--- config.mk ---
export PLATFORM = sky130hd
export DESIGN_NAME = byte_pattern_search
export DESIGN_NICKNAME = d
export VERILOG_FILES = /design/src/rtl/bps_pkg.sv /design/src/rtl/bps_cfg.sv /design/src/rtl/bps_window.sv /design/src/rtl/byte_pattern_search.sv
export SDC_FILE = /design/constraint.sdc
export NUM_CORES = 1
export LEC_CHECK = 0
export BUFFER_PORTS_ARGS = -buffer_cell sky130_fd_sc_hd__buf_2
export CAP_MARGIN = 20
export CORE_MARGIN = 2
export CORE_UTILIZATION = 28
export CTS_CLUSTER_DIAMETER = 60
export CTS_CLUSTER_SIZE = 40
export DETAILED_ROUTE_END_ITERATION = 16
export REMOVE_ABC_BUFFERS = 1
export SLEW_MARGIN = 20
export SYNTH_ARGS = -nofsm -noshare
export SYNTH_HDL_FRONTEND = slang
export SYNTH_SLANG_ARGS = --single-unit
--- constraint.sdc ---
create_clock -name i_clk -period 7.9 [get_ports i_clk]
set_clock_uncertainty 0.1 [all_clocks]
set_input_delay 1.58 -clock i_clk [delete_from_list [all_inputs] [get_ports i_clk]]
set_output_delay 1.58 -clock i_clk [all_outputs]
set_load 0.05 [all_outputs]
--- src/rtl/bps_pkg.sv ---
// ----------------------------------------------------------------------------
// bps_pkg
// Shared constants and register codes for the byte pattern search block.
// ----------------------------------------------------------------------------
package bps_pkg;

    // default sizing
    localparam int DEF_MAX_PATTERN_BYTES = 16;
    localparam int DEF_POSITION_BITS     = 32;

    // fixed field widths
    localparam int CFG_IDX_W     = 2;
    localparam int CFG_DATA_W    = 64;
    localparam int LEN_W         = 5;
    localparam int START_W       = 32;
    localparam int OFFSET_W      = 32;
    localparam int PAT_REG_BYTES = 16;

    // configuration register indexes
    localparam logic [CFG_IDX_W-1:0] REG_PATTERN_LOW    = 2'd0;
    localparam logic [CFG_IDX_W-1:0] REG_PATTERN_HIGH   = 2'd1;
    localparam logic [CFG_IDX_W-1:0] REG_PATTERN_LENGTH = 2'd2;
    localparam logic [CFG_IDX_W-1:0] REG_START_OFFSET   = 2'd3;

    // reset value of the pattern length register
    localparam logic [LEN_W-1:0] LEN_RESET = 5'd1;

endpackage

--- src/rtl/bps_cfg.sv ---
// ----------------------------------------------------------------------------
// bps_cfg
// Configuration registers, the registered length-aligned pattern, and the
// length checks and match threshold derived from them.
// ----------------------------------------------------------------------------
module bps_cfg #(
    parameter int MAX_PATTERN_BYTES = bps_pkg::DEF_MAX_PATTERN_BYTES,
    parameter int CMP_W             = 33
) (
    input  logic                            i_clk,
    input  logic                            i_rst_n,
    input  logic                            i_cfg_valid,
    input  logic [bps_pkg::CFG_IDX_W-1:0]   i_cfg_index,
    input  logic [bps_pkg::CFG_DATA_W-1:0]  i_cfg_data,
    output logic [MAX_PATTERN_BYTES*8-1:0]  o_pat_aligned,
    output logic [MAX_PATTERN_BYTES-1:0]    o_pat_mask,
    output logic                            o_len_ok,
    output logic [bps_pkg::LEN_W-1:0]       o_len_m1,
    output logic [CMP_W-1:0]                o_thresh
);
    import bps_pkg::*;

    logic [CFG_DATA_W-1:0]           r_pat_low;
    logic [CFG_DATA_W-1:0]           r_pat_high;
    logic [LEN_W-1:0]                r_len;
    logic [START_W-1:0]              r_start;

    logic [MAX_PATTERN_BYTES*8-1:0]  r_pat_aligned;
    logic [MAX_PATTERN_BYTES-1:0]    r_pat_mask;

    logic [MAX_PATTERN_BYTES*8-1:0]  n_pat_aligned;
    logic [MAX_PATTERN_BYTES-1:0]    n_pat_mask;
    logic [PAT_REG_BYTES*8-1:0]      pat_all;

    always_ff @(posedge i_clk) begin
        if (!i_rst_n) begin
            r_pat_low  <= '0;
            r_pat_high <= '0;
            r_len      <= LEN_RESET;
            r_start    <= '0;
        end else if (i_cfg_valid) begin
            case (i_cfg_index)
                REG_PATTERN_LOW:    r_pat_low  <= i_cfg_data;
                REG_PATTERN_HIGH:   r_pat_high <= i_cfg_data;
                REG_PATTERN_LENGTH: r_len      <= i_cfg_data[LEN_W-1:0];
                REG_START_OFFSET:   r_start    <= i_cfg_data[START_W-1:0];
                default: ;
            endcase
        end
    end

    assign pat_all = {r_pat_high, r_pat_low};

    // window entry i lines up with pattern byte len-1-i
    always_comb begin
        logic [LEN_W-1:0] idx;
        idx = '0;
        for (int i = 0; i < MAX_PATTERN_BYTES; i++) begin
            idx = LEN_W'(int'(r_len) - 1 - i);
            n_pat_mask[i]         = (i < int'(r_len));
            n_pat_aligned[i*8 +: 8] = 8'h00;
            if ((i < int'(r_len)) && !idx[LEN_W-1]) begin
                n_pat_aligned[i*8 +: 8] = pat_all[{idx[LEN_W-2:0], 3'b000} +: 8];
            end
        end
    end

    // compare is one stage behind the input, so a register here is in time
    always_ff @(posedge i_clk) begin
        r_pat_aligned <= n_pat_aligned;
        r_pat_mask    <= n_pat_mask;
    end

    assign o_pat_aligned = r_pat_aligned;
    assign o_pat_mask    = r_pat_mask;

    // used at the input transfer itself, straight from the registers
    assign o_len_ok = (r_len != '0) && (int'(r_len) <= MAX_PATTERN_BYTES);
    assign o_len_m1 = r_len - LEN_W'(1);
    assign o_thresh = CMP_W'(r_start) + CMP_W'(r_len) - CMP_W'(1);

endmodule

--- src/rtl/bps_window.sv ---
// ----------------------------------------------------------------------------
// bps_window
// Shift line of the most recent bytes and its parallel compare against the
// aligned pattern.
// ----------------------------------------------------------------------------
module bps_window #(
    parameter int MAX_PATTERN_BYTES = bps_pkg::DEF_MAX_PATTERN_BYTES
) (
    input  logic                            i_clk,
    input  logic                            i_shift,
    input  logic [7:0]                      i_byte,
    input  logic [MAX_PATTERN_BYTES*8-1:0]  i_pat_aligned,
    input  logic [MAX_PATTERN_BYTES-1:0]    i_pat_mask,
    output logic                            o_match
);
    import bps_pkg::*;

    logic [7:0]                   r_window [MAX_PATTERN_BYTES];
    logic [MAX_PATTERN_BYTES-1:0] byte_ok;

    // entry 0 is the newest byte
    always_ff @(posedge i_clk) begin
        if (i_shift) begin
            r_window[0] <= i_byte;
            for (int i = 1; i < MAX_PATTERN_BYTES; i++) begin
                r_window[i] <= r_window[i-1];
            end
        end
    end

    always_comb begin
        for (int i = 0; i < MAX_PATTERN_BYTES; i++) begin
            byte_ok[i] = !i_pat_mask[i] || (r_window[i] == i_pat_aligned[i*8 +: 8]);
        end
    end

    assign o_match = &byte_ok;

endmodule

--- src/rtl/byte_pattern_search.sv ---
// ----------------------------------------------------------------------------
// byte_pattern_search
// Streaming first-occurrence search of a 1 to 16 byte pattern in a buffer.
// ----------------------------------------------------------------------------
// The block takes one buffer byte per cycle on the slave stream, tlast on the
// final byte, and gives one verdict per buffer on the master stream: found
// with the offset of the first matching byte on the byte that completes the
// first match at or after start_offset, or not found (offset zero) on the
// last byte when nothing matched. Throughput is one byte per clock while the
// master side keeps up. A byte transfer loads stage 1 (window shift, position
// count); when stage 1 advances, the parallel window compare loads the
// verdict into the output register, from which it transfers to the master
// stream. A stalled master side holds the output register and then stage 1,
// which drops s_axis_tready. Length and start offset feed the eligibility
// check directly, and the length-aligned pattern is rebuilt in a register
// from the written values, in time for the compare of a byte transferred
// right after the write. The configuration port is always ready.
module byte_pattern_search #(
    parameter int MAX_PATTERN_BYTES = bps_pkg::DEF_MAX_PATTERN_BYTES,
    parameter int POSITION_BITS     = bps_pkg::DEF_POSITION_BITS
) (
    input  logic                           i_clk,
    input  logic                           i_rst_n,
    // slave stream
    input  logic                           s_axis_tvalid,
    output logic                           s_axis_tready,
    input  logic [7:0]                     s_axis_tdata,   // [7:0] data_byte
    input  logic                           s_axis_tlast,   // last_byte
    // master stream
    output logic                           m_axis_tvalid,
    input  logic                           m_axis_tready,
    output logic [31:0]                    m_axis_tdata,   // [31:0] match_offset
    output logic                           m_axis_tuser,   // [0] found
    // configuration write channel
    input  logic                           i_cfg_valid,
    output logic                           o_cfg_ready,
    input  logic [bps_pkg::CFG_IDX_W-1:0]  i_cfg_index,
    input  logic [bps_pkg::CFG_DATA_W-1:0] i_cfg_data
);
    import bps_pkg::*;

    // compare width covers both the position and start offset plus len
    localparam int CMP_W = ((POSITION_BITS > START_W) ? POSITION_BITS : START_W) + 1;

    // derived configuration
    logic [MAX_PATTERN_BYTES*8-1:0] pat_aligned;
    logic [MAX_PATTERN_BYTES-1:0]   pat_mask;
    logic                           len_ok;
    logic [LEN_W-1:0]               len_m1;
    logic [CMP_W-1:0]               thresh;

    // input stage
    logic                           in_xfer;
    logic [POSITION_BITS-1:0]       r_pos;
    logic                           pos_sat;
    logic                           r_s1_valid;
    logic                           r_s1_last;
    logic                           r_s1_elig;
    logic [OFFSET_W-1:0]            r_s1_off;
    logic [CMP_W-1:0]               n_s1_first;

    // compare / verdict stage
    logic                           window_match;
    logic                           s1_adv;
    logic                           hit;
    logic                           emit;
    logic                           r_verdict;

    // output register
    logic                           r_out_valid;
    logic                           r_out_found;
    logic [OFFSET_W-1:0]            r_out_off;

    assign o_cfg_ready = 1'b1;

    bps_cfg #(
        .MAX_PATTERN_BYTES (MAX_PATTERN_BYTES),
        .CMP_W             (CMP_W)
    ) u_cfg (
        .i_clk         (i_clk),
        .i_rst_n       (i_rst_n),
        .i_cfg_valid   (i_cfg_valid),
        .i_cfg_index   (i_cfg_index),
        .i_cfg_data    (i_cfg_data),
        .o_pat_aligned (pat_aligned),
        .o_pat_mask    (pat_mask),
        .o_len_ok      (len_ok),
        .o_len_m1      (len_m1),
        .o_thresh      (thresh)
    );

    // the window shifts on every transfer, so entry 0 is the byte in stage 1
    bps_window #(
        .MAX_PATTERN_BYTES (MAX_PATTERN_BYTES)
    ) u_window (
        .i_clk         (i_clk),
        .i_shift       (in_xfer),
        .i_byte        (s_axis_tdata),
        .i_pat_aligned (pat_aligned),
        .i_pat_mask    (pat_mask),
        .o_match       (window_match)
    );

    // stage 1 moves on when the output register is free or being drained
    assign s1_adv        = r_s1_valid && (!r_out_valid || m_axis_tready);
    assign s_axis_tready = !r_s1_valid || s1_adv;
    assign in_xfer       = s_axis_tvalid && s_axis_tready;

    // a byte at the saturated position is never searched
    assign pos_sat    = (r_pos == {POSITION_BITS{1'b1}});
    assign n_s1_first = CMP_W'(r_pos) - CMP_W'(len_m1);

    // position counter, restarts after the last byte of a buffer
    always_ff @(posedge i_clk) begin
        if (!i_rst_n) begin
            r_pos <= '0;
        end else if (in_xfer) begin
            if (s_axis_tlast) begin
                r_pos <= '0;
            end else if (!pos_sat) begin
                r_pos <= r_pos + POSITION_BITS'(1);
            end
        end
    end

    always_ff @(posedge i_clk) begin
        if (!i_rst_n) begin
            r_s1_valid <= 1'b0;
        end else if (in_xfer) begin
            r_s1_valid <= 1'b1;
        end else if (s1_adv) begin
            r_s1_valid <= 1'b0;
        end
    end

    // eligibility: match start at or past start_offset and fully received
    always_ff @(posedge i_clk) begin
        if (in_xfer) begin
            r_s1_last <= s_axis_tlast;
            r_s1_elig <= !pos_sat && len_ok && (CMP_W'(r_pos) >= thresh);
            r_s1_off  <= n_s1_first[OFFSET_W-1:0];
        end
    end

    // first match only; the last byte always closes the buffer
    assign hit  = r_s1_elig && !r_verdict && window_match;
    assign emit = hit || (r_s1_last && !r_verdict);

    always_ff @(posedge i_clk) begin
        if (!i_rst_n) begin
            r_verdict <= 1'b0;
        end else if (s1_adv) begin
            r_verdict <= r_s1_last ? 1'b0 : (r_verdict || hit);
        end
    end

    always_ff @(posedge i_clk) begin
        if (!i_rst_n) begin
            r_out_valid <= 1'b0;
        end else if (s1_adv) begin
            r_out_valid <= emit;
        end else if (m_axis_tready) begin
            r_out_valid <= 1'b0;
        end
    end

    always_ff @(posedge i_clk) begin
        if (s1_adv) begin
            r_out_found <= hit;
            r_out_off   <= hit ? r_s1_off : '0;
        end
    end

    assign m_axis_tvalid = r_out_valid;
    assign m_axis_tuser  = r_out_found;
    assign m_axis_tdata  = r_out_off;

`ifndef NO_ASSERTIONS
    // input side only stalls behind an occupied stage 1
    a_ready_stall: assert property (@(posedge i_clk) disable iff (!i_rst_n)
        !s_axis_tready |-> r_s1_valid)
        else $error("input stalled with empty stage 1");

    // a found verdict inside a buffer blocks further results
    a_verdict_set: assert property (@(posedge i_clk) disable iff (!i_rst_n)
        (s1_adv && hit && !r_s1_last) |=> r_verdict)
        else $error("verdict flag not set after a match");

    // the last byte always starts a fresh buffer
    a_verdict_clr: assert property (@(posedge i_clk) disable iff (!i_rst_n)
        (s1_adv && r_s1_last) |=> !r_verdict)
        else $error("verdict flag survived end of buffer");

    // not found results carry a zero offset
    a_nf_offset: assert property (@(posedge i_clk) disable iff (!i_rst_n)
        (m_axis_tvalid && !m_axis_tuser) |-> (m_axis_tdata == '0))
        else $error("not found result with nonzero offset");
`endif

endmodule

After elaboration in Yosys (flattened, before gate mapping)
Memory sizes are Yosys's and may differ from the RTL's.
Index checks and enable logic that the tools add are counted.
{ "word_totals": {"reg_bits": 411, "latch_bits": 0, "ram_bits": 128, "rom_bits": 0, "input_bits": 80, "mem_count": 1} }
{ "memory_table": {"columns": ["memory", "words", "word_bits", "read_ports", "rd_clocked_by_memory_dff", "write_ports", "line", "rtl"], "rows": [
  ["u_window.r_window", 16, 8, 16, 0, 16, "bps_window.sv:18", "logic [7:0] r_window [MAX_PATTERN_BYTES];"]
]} }
{ "op_classes": {"n_addsub": 21, "n_mul": 0, "n_div": 0, "n_lt_le_gt_ge": 18, "eq_ne": 21, "shift": 16, "muxes": 9, "bitwise_logic": 0, "n_reduce_logical": 90} }
{ "ops": {"columns": ["op", "count"], "rows": [
  ["128-bit by 8-bit variable part select with 8-bit output", 16],
  ["8-bit == test", 16],
  ["32-bit 2-to-1 mux", 2],
  ["4-bit by 5-bit less-than comparator with 1-bit output, first input constant", 8],
  ["5-bit subtractor, second input constant", 8],
  ["1-bit logical NOT", 36],
  ["32-bit by 5-bit adder with 33-bit output", 1],
  ["32-bit by 33-bit greater-or-equal comparator with 1-bit output", 1],
  ["33-bit by 1-bit subtractor with 33-bit output, second input constant", 1],
  ["32-bit by 1-bit adder with 32-bit output, second input constant", 1],
  ["32-bit == test, second input constant", 1],
  ["32-bit by 5-bit subtractor with 32-bit output", 1],
  ["1-bit logical AND", 24],
  ["1-bit logical OR", 20],
  ["3-bit by 5-bit less-than comparator with 1-bit output, first input constant", 4],
  ["5-bit by 4-bit subtractor with 5-bit output, second input constant", 4],
  ["16-bit AND reduction", 1],
  ["1-bit by 5-bit less-than comparator with 1-bit output, first input constant", 2],
  ["2-bit by 5-bit less-than comparator with 1-bit output, first input constant", 2],
  ["2-bit AND reduction", 5],
  ["5-bit by 1-bit subtractor with 5-bit output, second input constant", 2],
  ["5-bit by 3-bit subtractor with 5-bit output, second input constant", 2],
  ["1-bit 2-to-1 mux", 7],
  ["5-bit less-or-equal comparator, second input constant", 1],
  ["7 further kinds", 9]
]} }

Depth between registers and ports, before layout
Gate-level depths: netlist of run 1.
{ "logic_depth": {"word_depth": 7, "depth_mapped": 24, "mapped_depth_nobuf": 21} }

Modules after synthesis
From an unflattened synthesis of run 1, not the netlist that was laid out.
{ "unflattened": {"hier_cells": 2979, "hier_area_um2": 28848.9} }
{ "by_module_without_submodules": {"columns": ["mod", "instances", "cells_per_inst", "area_each_um2", "seq_area_each_um2"], "rows": [
  ["bps_cfg", 1, 2135, 18047.3, 6185.9],
  ["byte_pattern_search", 1, 535, 5519.0, 2712.6],
  ["bps_window", 1, 309, 5282.6, 3843.7]
]} }

Worst setup path after synthesis of run 1
Ideal clock, no wire load.
{ "synth_path": {"kind": "in2reg", "startpoint": "in m_axis_tready", "endpoint": "reg r_pos[8]", "t_arrival_ns": 6.688, "setup_slack_ns": 0.984, "path_stages": 8, "path_buffers": 0, "cell_sequence": "nand3b_1 > nand2_1 > inv_1 > o311ai_4 > or2_2 > nor2_1 > xnor2_1 > nor2_1"} }
{ "synth_between": {"elab_chain_len": 5} }
{ "synth_lines": {"columns": ["item", "line", "rtl"], "rows": [
  ["start: declaration", "byte_pattern_search.sv:31", "input logic m_axis_tready,"],
  ["1-bit logical OR", "byte_pattern_search.sv:105", "assign s1_adv = r_s1_valid && (!r_out_valid || m_axis_tready);"],
  ["1-bit logical AND", "byte_pattern_search.sv:105", null],
  ["1-bit logical OR", "byte_pattern_search.sv:106", "assign s_axis_tready = !r_s1_valid || s1_adv;"],
  ["1-bit logical AND", "byte_pattern_search.sv:107", "assign in_xfer = s_axis_tvalid && s_axis_tready;"],
  ["net in_xfer", "byte_pattern_search.sv:53", "logic in_xfer;"],
  ["2-bit AND reduction (no line)", null, null],
  ["end signal: assignment", "byte_pattern_search.sv:121", "r_pos <= r_pos + POSITION_BITS'(1);"],
  ["end: declaration", "byte_pattern_search.sv:54", "logic [POSITION_BITS-1:0] r_pos;"]
]} }
The timed path passes the listed nets, and every way through them passes these cells.
A chain may end at the register's enable or synchronous reset.

Final worst setup path of run 1
{ "layout_path": {"startpoint": "reg u_cfg.r_len[0]", "endpoint": "reg r_s1_elig (data pin)"} }
{ "layout_between": {"elab_chain_len": 4, "elab_cells_between_ends": 8} }
{ "layout_lines": {"columns": ["item", "line", "rtl"], "rows": [
  ["start: declaration", "bps_cfg.sv:25", "logic [LEN_W-1:0] r_len;"],
  ["start signal: assignment", "bps_cfg.sv:45", "REG_PATTERN_LENGTH: r_len <= i_cfg_data[LEN_W-1:0];"],
  ["32-bit by 5-bit adder with 33-bit output (tied with other cells)", "bps_cfg.sv:80", "assign o_thresh = CMP_W'(r_start) + CMP_W'(r_len) - CMP_W'(1);"],
  ["33-bit by 1-bit subtractor with 33-bit output / 1-bit logical AND (equally long branches)", "bps_cfg.sv:80, bps_cfg.sv:78", null],
  ["32-bit by 33-bit greater-or-equal comparator with 1-bit output / 1-bit logical AND (equally long branches)", "byte_pattern_search.sv:140", "r_s1_elig <= !pos_sat && len_ok && (CMP_W'(r_pos) >= thresh);"],
  ["1-bit logical AND (*)", "byte_pattern_search.sv:140", null],
  ["end signal: assignment", "byte_pattern_search.sv:140", null],
  ["end: declaration", "byte_pattern_search.sv:58", "logic r_s1_elig;"]
]} }
Mark *: on every way between the ends. The rest lies on a longest branch, timed or not.

==> results of run 1 <==
[registers in the layout, summed over array words and instances (netlist names)]
register / cells
u_cfg.r_start: 32
r_s1_valid: 1
r_pos: 32
m_axis_tdata: 32
u_cfg.r_pat_low: 64
u_cfg.r_pat_high: 64
u_cfg.r_len: 5
m_axis_tvalid: 1
u_cfg.o_pat_aligned: 128
r_s1_elig: 1
m_axis_tuser: 1
r_s1_last: 1
u_cfg.o_pat_mask: 16
r_verdict: 1
r_s1_off: 32
u_window.r_window: 128
[metrics by stage]
| stage | area (um2) | total power, mW | setup slack (ns) |
|---|---|---|---|
| 4_1_cts | 31500 | 6.54 | 2.48 |
| 3_5_place_dp | 29900 | 4.18 | 2.49 |
| 2_1_floorplan | 27500 | 3.86 | -3.97 |
| 6_report | 31500 | 6.49 | 2.50 |
| 5_1_grt | 31500 | 6.75 | 1.95 |
| 3_3_place_gp | 29900 | 4.17 | 2.50 |
[cell families after synthesis]
logic type               after synthesis
adder cells (fa/ha/maj)               91
other                                  1
flip-flops                           539
AO/OA/AOI/OAI                        588
AND/OR/NAND/NOR                     1001
multiplexers                         213
XOR/XNOR                             234
buffers and inverters                258
[routing by layer]
layer | vias up | track usage [%] | part of all wire [%]
met3 | 134 | 3.06 | 6.3
met4 | 12 | 5.71 | 3.6
met2 | 620 | 26.4 | 46
met1 | 9905 | 21.0 | 44
met5 | - | 0 | 0.094
li1 | 10300 | - | -
[cell usage after synthesis (28+ instances only)]
master / count
buf_1: 28
clkbuf_1: 123
edfxtp_1: 195
xor2_1: 35
mux4_2: 48
nor3_1: 54
a21oi_1: 162
inv_1: 87
mux2_2: 57
nand4_1: 52
dfxtp_1: 344
nand2_1: 426
and2_1: 34
a21boi_0: 164
mux2i_1: 108
nor2b_1: 67
o21ai_0: 108
ha_1: 89
nor2_1: 233
and3_1: 51
a211oi_1: 91
xnor2_1: 198
[power by group]
group,switching [mW],internal [mW]
logic,0.650,0.403
registers,0.0726,3.00
clock network,1.25,1.11
total,1.97,4.52
[layout make-up]
| class | instances | area, um2 |
|---|---|---|
| Multi-Input combinational cell | 2128 | 14500 |
| Clock inverter | 27 | 542 |
| Timing Repair Buffer | 138 | 766 |
| Clock buffer | 45 | 1040 |
| Antenna cell | 1 | 2.50 |
| Tap cell | 1298 | 1620 |
| Fill cell | 10300 | 68300 |
| Sequential cell | 539 | 12700 |
| Inverter | 89 | 342 |
[final timing paths]
check                             endpoint  slack, ns  cells after the start
setup reg to reg                 r_s1_elig       2.50                     20
setup / recovery                 r_s1_elig       2.50                     20
hold reg to reg   u_window.r_window[0][41]       0.34                      0
hold / removal    u_window.r_window[0][41]       0.34                      0
==> flow_summary.yaml, run 1 <==
status:
  outcome: "finished, final reports clean"
global_routing:
  grt_max_degree: 102
  overflow: 0
  grt_pass1_vias: 19300
  antenna_found_initial: 13
  grt_pass1_wl_um: 125000
  grtUsageTotal_pct: 16.1
floorplan:
  die_y_um: 321
  pin_count: 116
  num_rows: 116
  dieArea_um2: 103000
  core-area_um2: 99900
  die_x_um: 321
  initial_utilization_pct: 28.2
synthesis:
  synth_mux_area_share_pct: 9.97
  syn-mean-instance-area_um2: 9.61
  async_flop_share_pct: 0
  synth-simple-area-share_pct: 16.3
  syn_area_um2: 28100
  syn_inst: 2925
  yosysSeqAreaShare_pct: 45.3
  netlist.area_leader.share_pct: 24.5
  synth-seq-cells: 539
  synth_compound_area_share_pct: 13.5
  synth-warning-count: 0
  ys_types: 71
  synth_top_family_by_area: "simple AND/OR/NAND/NOR gates"
  ys.flop_type: "dfxtp_1"
  synth-adder-area-share_pct: 4.10
  synth_area_leaders: "dfxtp_1, edfxtp_1, xnor2_1"
  yosys.area_share.xor_xnor_pct: 7.32
  synth_edf_count: 195
  yosysTopAreaCell: "dfxtp_1"
pwr:
  vdd_drop_max_uv: 143
  leakage_nw: 11.8
  p_per_area_nw_per_um2: 206
routing:
  postRouteAntennaNets: 0
  dr.pass1.iters: 5
  post_drt_wl_per_cell_um: 19.9
  route.detailed.drc: 0
  drt-initial-drc-count: 1960
  vias: 21000
  drt_wl_total_um: 84800
  avgViaCountPerCell: 4.91
clocking:
  cts_buffer_depth: 3
  clk_pin_slew_worst_paths_ns: 0.11
  cts_made_buffers: 40
  post_cts_buffers: 0
  cts_root_buffer: "clkbuf_16"
  clock_latency_ns: 0.64
  cts_hold_buf: 0
  clkSinkCount: 539
  cts_resized: 0
  htreeDepth: 2
  cts_tree: "yes"
worst_setup_path:
  startpoint: "u_cfg.r_len[0]"
  crit_required_ns: 8.15
  critical_path.cell_chain: "inv_4 -> ha_1 -> inv_1 -> ha_1 -> fa_1 -> a211oi_1 -> o21a_1 -> nor4_1 -> nor4b_1 -> o21ai_0 -> a41oi_1 -> xor2_1 -> ha_1 -> and4_1 -> nand2b_1 -> nor3_1 -> a31oi_1 -> nand3_1 -> a221oi_1 -> a211oi_1"
  crit_path_start_kind: "register"
  cp_max_fo: 85
  worst_path_most_repeated_cell: "ha_1"
  path_class: "reg2reg"
  worstReg2RegStart: "u_cfg.r_len[0]"
  max_stage_delay_ns: 0.59
  crit_path_end_kind: "register"
  crit_buf_inv: 2
  slowest_stage: "inv_4"
  crit_arrival_ns: 5.66
  crit_family: "compound AO/OA/AOI/OAI gates"
sta:
  rsz0062_at_grt: "false"
  hold_viol_final: 0
  tns_ns: 0
  fin_crit_ns: 5.40
  slew_headroom_pct: 34.6
  fin_crit_sh_pct: 68.4
  setup_violations: 0
  max_freq_ghz: 0.185
  timing.hold.ws_ns: 0.337
  worst_pin_slew_ns: 0.981
  drv_slew: 0
cells_and_area:
  final_cell_mix: "nand2_1, dfxtp_1, nor2_1, xnor2_1, edfxtp_1"
  final_cells: 4265
  syn2layout_area_growth_pct: 12.2
  fin_nets: 3107
  fin_util_pct: 31.6
  final_common_cell: "nand2_1"
  layout-drive-gt1-share_pct: 11.4
min_path:
  hp-start: "u_window.r_window[0][33]"
  min_path_type: "reg2reg"
placement:
  port_buffers: 114
  dp_hpwl_um: 65500
  gp_congestion: 0.957
  dpl.cell_count: 4192
run:
  maxCapViolCount: 0
Note: power is estimated with default switching activity, not from simulation.
==> inputs of run 2 (changes only) <==
==> constraint.sdc (replaced) <==
create_clock -name i_clk -period 4.6 [get_ports i_clk]
set_clock_uncertainty 0.1 [all_clocks]
set_input_delay 0.92 -clock i_clk [delete_from_list [all_inputs] [get_ports i_clk]]
set_output_delay 0.92 -clock i_clk [all_outputs]
set_load 0.05 [all_outputs]
==> run 2 against run 1 <==
Effect of this change: cell count up 1.7%; die area unchanged; clock-buffer cell count unchanged; core utilization up 0.52 points; worst setup slack worse by 2.2 ns; global-route usage up 0.35 points; sequential cell count unchanged.
==> flow_summary.yaml, run 2 (synthesis results as in run 1) <==
worst_setup_path:
  path_class: "reg2reg"
  crit_buf_inv: 2
  crit_arrival_ns: 4.57
  max_stage_delay_ns: 0.37
  crit_required_ns: 4.86
  crit_family: "compound AO/OA/AOI/OAI gates"
  rrSetupSlack_ns: 0.29
  slowest_stage: "ha_1"
  crit_path_start_kind: "register"
  worst_path_most_repeated_cell: "ha_1"
  critical_path.cell_chain: "inv_1 -> ha_1 -> inv_1 -> ha_1 -> o21ai_0 -> or2_2 -> a21oi_1 -> a41o_1 -> nand2_1 -> a2111oi_0 -> o21ai_0 -> a221o_1 -> ha_1 -> nand4_1 -> nor4_2 -> a31oi_1 -> nand3_1 -> a221oi_1 -> a211oi_1"
  cp_max_fo: 5
  crit_path_end_kind: "register"
floorplan:
  pin_count: 116
  initial_utilization_pct: 28.2
  core-area_um2: 99900
  num_rows: 116
  dieArea_um2: 103000
  die_y_um: 321
  die_x_um: 321
cells_and_area:
  fin_util_pct: 32.1
  num-fill-cells: 10300
  layout-drive-gt1-share_pct: 13.7
  syn2layout_area_growth_pct: 14.0
  final_cell_mix: "nand2_1, dfxtp_1, nor2_1, xnor2_1, edfxtp_1"
  final_cell_area_um2: 32100
  fin_nets: 3173
  final_cells: 4336
  final_common_cell: "nand2_1"
global_routing:
  grt_pass1_vias: 19600
  overflow: 0
  antenna_found_initial: 15
  grtUsageTotal_pct: 16.4
  grt_max_degree: 121
  grt_pass1_wl_um: 127000
clocking:
  clock_latency_ns: 0.62
  cts_buffer_depth: 3
  cts_root_buffer: "clkbuf_16"
  cts_made_buffers: 42
  post_cts_buffers: 0
  clkSinkCount: 539
  clk_pin_slew_worst_paths_ns: 0.10
  cts_tree: "yes"
  htreeDepth: 2
placement:
  dpl.cell_count: 4256
  dp_hpwl_um: 67800
  port_buffers: 114
  place_area_um2: 30500
  gp_congestion: 0.978
sta:
  slew_headroom_pct: 30.5
  fin_crit_sh_pct: 93.7
  worst_pin_slew_ns: 1.04
  timing.hold.ws_ns: 0.362
  drv_slew: 0
  hold_viol_final: 0
  fin_crit_ns: 4.31
  max_freq_ghz: 0.232
  setup_violations: 0
  tns_ns: 0
status:
  outcome: "finished, final reports clean"
min_path:
  min_path_type: "reg2reg"
routing:
  post_drt_wl_per_cell_um: 20.0
  postRouteAntennaNets: 0
  vias: 21200
  route.detailed.drc: 0
  dr.pass1.iters: 5
  avgViaCountPerCell: 4.89
  drt_wl_total_um: 86700
  drt-initial-drc-count: 1800
pwr:
  vdd_drop_max_uv: 224
  p_per_area_nw_per_um2: 349
  leakage_nw: 12.1
run:
  maxCapViolCount: 0
## run 2: changes by cell type in the layout (fill, tap and decap cells not counted), sizes merged
| cell | previous run | this run |
|---|---|---|
| buf | 138 | 202 |
| inv | 98 | 106 |
| clkinv | 17 | 13 |
| clkinvlp | 0 | 3 |
| bufinv | 1 | 0 |
| diode | 1 | 2 |
## run 2: power breakdown
part / total [mW] / switching [mW] / internal [mW]
logic: 1.87 / 1.14 / 0.732
clock network: 4.05 / 2.12 / 1.92
registers: 5.28 / 0.121 / 5.16
## run 2: metal layers
| layer | vias to the layer above | track usage, % | share of wire (%) |
|---|---|---|---|
| met2 | 581 | 26.8 | 46 |
| met1 | 10100 | 21.5 | 44 |
| li1 | 10400 | - | - |
| met5 | - | 0 | 0.045 |
| met4 | 6 | 5.82 | 3.5 |
| met3 | 120 | 3.42 | 6.6 |
## run 2: cell type report
cell class                 instances  area, um2  area share [%]
tap                             1298       1620            5.07
sequential                       539      12700            39.8
antenna                            2       5.00          0.0156
clock buffer                      45       1090            3.41
timing repair buffer             202       1300            4.04
clock inverter                    33        468            1.46
multi-input combinational       2128      14500            45.2
inverter                          89        342            1.07
## run 2: path summary, 6_finish.rpt
kind	start	end	cells past startpoint
worst min register to register	u_window.r_window[0][10]	u_window.r_window[0][18]	0
worst max register to register	u_cfg.r_len[3]	r_s1_elig	19
worst min-delay path	u_window.r_window[0][10]	u_window.r_window[0][18]	0
worst max-delay path	u_cfg.r_len[3]	r_s1_elig	19
## run 2: repair_timing
item / 4_1_cts / 5_1_grt
pin swaps: 0 / 6
resized for setup: 1 / 6
hold buffers: 0 / 0
endpoints found under the setup margin: 1 / 1
## run 2: through the flow
stage	setup WS [ns]	total power, mW
2_1_floorplan	-7.27	6.63
3_3_place_gp	0.0310	7.21
3_5_place_dp	-0.0552	7.23
4_1_cts	0.00230	11.3
5_1_grt	-0.0302	11.7
6_report	0.291	11.2
